`src/generational_slot_allocator_top_defines.svh`:
```
// assertion macros shared by the slot allocator rtl
`ifndef GENERATIONAL_SLOT_ALLOCATOR_TOP_DEFINES_SVH
`define GENERATIONAL_SLOT_ALLOCATOR_TOP_DEFINES_SVH

// property that must hold in every cycle out of reset
`define GSA_ASSERT(name, prop, msg) \
  name: assert property (@(posedge clk_i) disable iff (!rst_ni) (prop)) else $error(msg);

// condition in one cycle implies a condition in the next
`define GSA_ASSERT_NEXT(name, ante, cons, msg) \
  name: assert property (@(posedge clk_i) disable iff (!rst_ni) (ante) |=> (cons)) \
    else $error(msg);

`endif

```
`src/gsa_ram.sv`:
```
// generic single write port ram with registered read
module gsa_ram #(
  parameter int unsigned WIDTH = 8,
  parameter int unsigned DEPTH = 256
) (
  input  logic                     clk_i,
  input  logic                     we_i,
  input  logic [$clog2(DEPTH)-1:0] waddr_i,
  input  logic [WIDTH-1:0]         wdata_i,
  input  logic                     re_i,
  input  logic [$clog2(DEPTH)-1:0] raddr_i,
  output logic [WIDTH-1:0]         rdata_o
);
  logic [WIDTH-1:0] mem_q [DEPTH];
  logic [WIDTH-1:0] rdata_q;

  // write port and registered read port
  always_ff @(posedge clk_i) begin
    if (we_i) begin
      mem_q[waddr_i] <= wdata_i;
    end
    if (re_i) begin
      rdata_q <= mem_q[raddr_i];
    end
  end

  assign rdata_o = rdata_q;
endmodule

```
`config.mk`:
```
export PLATFORM = sky130hd
export DESIGN_NAME = gsa_ram
export DESIGN_NICKNAME = d
export VERILOG_FILES = /design/src/generational_slot_allocator_top_defines.svh /design/src/gsa_ram.sv
export SDC_FILE = /design/constraint.sdc
export NUM_CORES = 2
export LEC_CHECK = 0
export BUFFER_PORTS_ARGS = -buffer_cell sky130_fd_sc_hd__buf_2
export CORE_UTILIZATION = 45
export DETAILED_ROUTE_END_ITERATION = 7
export PLACE_DENSITY = 0.68
export SETUP_SLACK_MARGIN = 0.15
export SLEW_MARGIN = 15
export SYNTH_ARGS = -nofsm -noshare
export SYNTH_HDL_FRONTEND = slang
export SYNTH_SLANG_ARGS = --single-unit
export TNS_END_PERCENT = 20
```
`constraint.sdc`:
```
create_clock -name clk_i -period 3.63 [get_ports clk_i]
set_clock_uncertainty 0.1 [all_clocks]
set_input_delay 0.726 -clock clk_i [delete_from_list [all_inputs] [get_ports clk_i]]
set_output_delay 0.726 -clock clk_i [all_outputs]
set_load 0.03 [all_outputs]
```
# Word level (Yosys, flattened, before mapping)
# Memories as Yosys holds them, arrays and structs flattened. A register that Yosys moved wholly into a read port is not among the register bits.
# Cells that the tools add are included.
[word_totals] word_cells=3 ram_bits=2048 output_inout_bits=8 regBits=0 input_bits=27 n_memories=1
[op_classes] muxes=2
[mem_list] memory="mem_q" depth=256 width=8 read_ports=1 rd_ports_with_merged_regs=1 write_ports=1 line_no="gsa_ram.sv:14" source="logic [WIDTH-1:0] mem_q [DEPTH];"
[ops] cell="$mux W1" count=2

# Longest topological paths before layout
[depth] depth_word=2 ltp_mapped=11 ltp_nobuf=6

# Worst setup path after synthesis
# Ideal clock, no wire load.
[synth_timing] kind="input to register" start="input port raddr_i[0]" end="register rdata_q[2] (netlist: rdata_o[2]) (read register of mem_q) (data pin)" cell_stages=9 setup_slack_ns=0.728 arrival_time_ns=2.533 n_path_buf=4 setup_time_ns=0.269 path_cell_list="buf_6 -> buf_12 -> buf_8 -> buf_2 -> mux4_2 -> a22oi_1 -> a21oi_1 -> nor4_1 -> nor4_2"
[synth_rtl] element="start, declared" line_no="gsa_ram.sv:11" source="input logic [$clog2(DEPTH)-1:0] raddr_i,"
[synth_rtl] element="end, declared" line_no="gsa_ram.sv:15" source="logic [WIDTH-1:0] rdata_q;"

==> results_dict.tcl <==
set metrics [dict create \
    io_buffers 34 \
    die_h_um 423 \
    via_per_inst 5.99 \
    critical_path.endpoint_type "flop" \
    drc 0 \
    drv_cap 0 \
    drtIter0Drc 5201 \
    cts_resized 0 \
    rrSetupSlack_ns 0.69 \
    synth_nets 3760 \
    r2r-start "mem_q[71][4]" \
    ys.flop_type "edfxtp_1" \
    power.leakage_nw 29.5 \
    post-route-min-period_ns 3.28 \
    path_class "in -> reg" \
    start_kind "input pin" \
    ios 35 \
    grt_antenna_before_repair 9 \
    ys_seq_area_share_pct 77.5 \
    hold_class "in -> reg" \
    h-tree-depth 4 \
    globalplace.congestion 0.852 \
    post_cts_buffers 0 \
    hold_end "mem_q[242][4]" \
    drive_gt1_share_pct 29.9 \
    ir_worst_vdd_v 0.000406 \
    synth_top_area_cell "edfxtp_1" \
    area_growth_pct 16.2 \
    grt.overflow.total 0 \
    required_ns 4.07 \
    slew_viol_final 0 \
    synth_cell_type_count 54 \
    tightestPinTransition_ns 1.14 \
    rows 154 \
    status "complete, no violations" \
    slew_headroom_pct 23.4 \
    rsz0062_at_grt "false" \
    grt_max_degree 107 \
    grt_pass1_wl_mm 287 \
    ys_top_cells_by_area "edfxtp_1, mux4_2, mux2i_1" \
    syn_inst 3733 \
    numCtsBuffers 194 \
    stdcell_area_mm2 0.0925 \
    rr_worst_depth 6 \
    syn_area_mm2 0.0796 \
    antenna_left 0 \
    final_nets 4297 \
    clockRootBuffer "clkbuf_16" \
    ys_ff_latch 2056 \
    clockBufferDepth 3 \
    dp_hpwl_mm 126 \
    max_freq_ghz 0.305 \
    wl_per_cell_um 29.4 \
    core-area_mm2 0.176 \
    utilization_pct 52.6 \
    finalSetupViolations 0 \
    vias 40600 \
    worstPathArrival_ns 3.71 \
    cts_num_sinks 2056 \
    cp_max_fo 18 \
    synthTopCellsByCount "edfxtp_1, mux4_2, nor2_1" \
    die_w_um 423 \
    synthArstFlopShare_pct 0 \
    hold_depth 1 \
    hp-start "wdata_i[4]" \
    cts_tree "built" \
    syn_avg_cell_area_um2 21.3 \
    synth_most_common_cell "edfxtp_1" \
    firstDrtPassIters 8 \
    path_clk_slew_ns 0.06 \
    die_area_mm2 0.179 \
    grt_usage_pct 22.3 \
    synth_top_area_share_pct 77.5 \
    initial_core_util_pct 45.3 \
    hold_viol 0 \
    cts_hold_buf 0 \
    powerDensity_mw_per_mm2 530 \
    synth_edf_count 2056 \
    finalCritPeriodShare_pct 90.2 \
    clk_latency_ns 0.85 \
    first_global_vias 40500 \
    yosys_warnings 0 \
    placed_cell_area_mm2 0.0862 \
    r2r-end "rdata_o[4]" \
    fin_total_pwr_mw 49.0 \
    drt_wl_total_mm 199 \
]
## how the worst max path moves through the flow
stage                     startpoint          to  slack (ns)  depth (start not counted)
after floorplan           raddr_i[0]  rdata_o[2]        0.73                          9
after global placement    raddr_i[0]  rdata_o[7]       -0.53                          9
after detailed placement  raddr_i[0]  rdata_o[7]       -0.54                          9
after CTS                 raddr_i[0]  rdata_o[7]        0.36                          9
after global routing      raddr_i[0]  rdata_o[7]        0.24                          9
final                     raddr_i[0]  rdata_o[7]        0.35                          9
## critical path, cell delays in order
cell and delay, ns:
buf_8 0.18, buf_4 0.28, buf_12 0.23, buf_4 0.27, mux4_2 0.53, a22oi_1 0.21, a21oi_1 0.16, nor4_1 0.97
nor4_1 0.12
## sequential cells by signal, summed over array words and instances (netlist names)
register and flops:
mem_q 2048, rdata_o 8
## cell families (layout without fill, tap and decap cells)
logic type,after synthesis,after routing,share of synthesized area (%)
AOI/OAI and AO/OA,385,385,3.42
muxes,591,591,14.6
DFF,2056,2056,77.5
and+or+nand+nor,466,466,2.63
other,0,8,0
buffers and inverters,235,930,1.83
## layer usage
metal	part of all wire (%)	up-vias	global-route usage, %
met5	0	-	0
met4	3.3	0	7.86
met3	9.4	329	5.09
met2	48	2014	35.3
met1	39	21400	30.6
li1	-	16800	-
## cells in the final DEF, fill, tap and decap left out, drive strengths merged, types with 8 or more instances in the layout
| cell type | n |
|---|---|
| nor3 | 22 |
| nor4 | 27 |
| o21ai | 12 |
| clkbuf | 236 |
| edfxtp | 2056 |
| o221ai | 47 |
| a221oi | 14 |
| buf | 569 |
| nand2 | 33 |
| clkinv | 86 |
| nand4 | 10 |
| clkinvlp | 8 |
| mux4 | 456 |
| a22o | 8 |
| diode | 8 |
| a21oi | 96 |
| a211oi | 16 |
| nor2b | 31 |
| nor2 | 282 |
| a22oi | 133 |
| nand2b | 8 |
| inv | 9 |
| o22ai | 28 |
| o211ai | 10 |
| bufinv | 22 |
| nand3 | 34 |
| mux2i | 134 |
## per-stage QoR
stage	setup TNS (ns)	worst slack (ns)	hold slack [ns]	instances
5_1_grt	0	0.240	0.223	6774
4_1_cts	0	0.357	0.218	6768
3_5_place_dp	-2.26	-0.537	1.04	6414
3_3_place_gp	-2.11	-0.528	1.05	6414
6_report	0	0.355	0.265	6776
2_1_floorplan	0	0.728	0.725	3733
## cell type report
cell class / instances / area (um2)
clock buffer: 231 / 5040
timing repair buffer: 574 / 5010
clock inverter: 123 / 1300
tap: 2340 / 2930
fill: 13400 / 83400
inverter: 2 / 7.51
sequential: 2056 / 61700
multi-input combinational: 1442 / 16500
antenna: 8 / 20.0
## report_power, final
group / leakage (nW) / internal (mW) / switching, mW / total, mW
Combinational: 7.96 / 0.974 / 1.61 / 2.59
Clock: 3.07 / 11.5 / 8.75 / 20.2
Sequential: 18.5 / 26.2 / 0.0299 / 26.2
No activity file was read; power rests on OpenSTA's default activity.
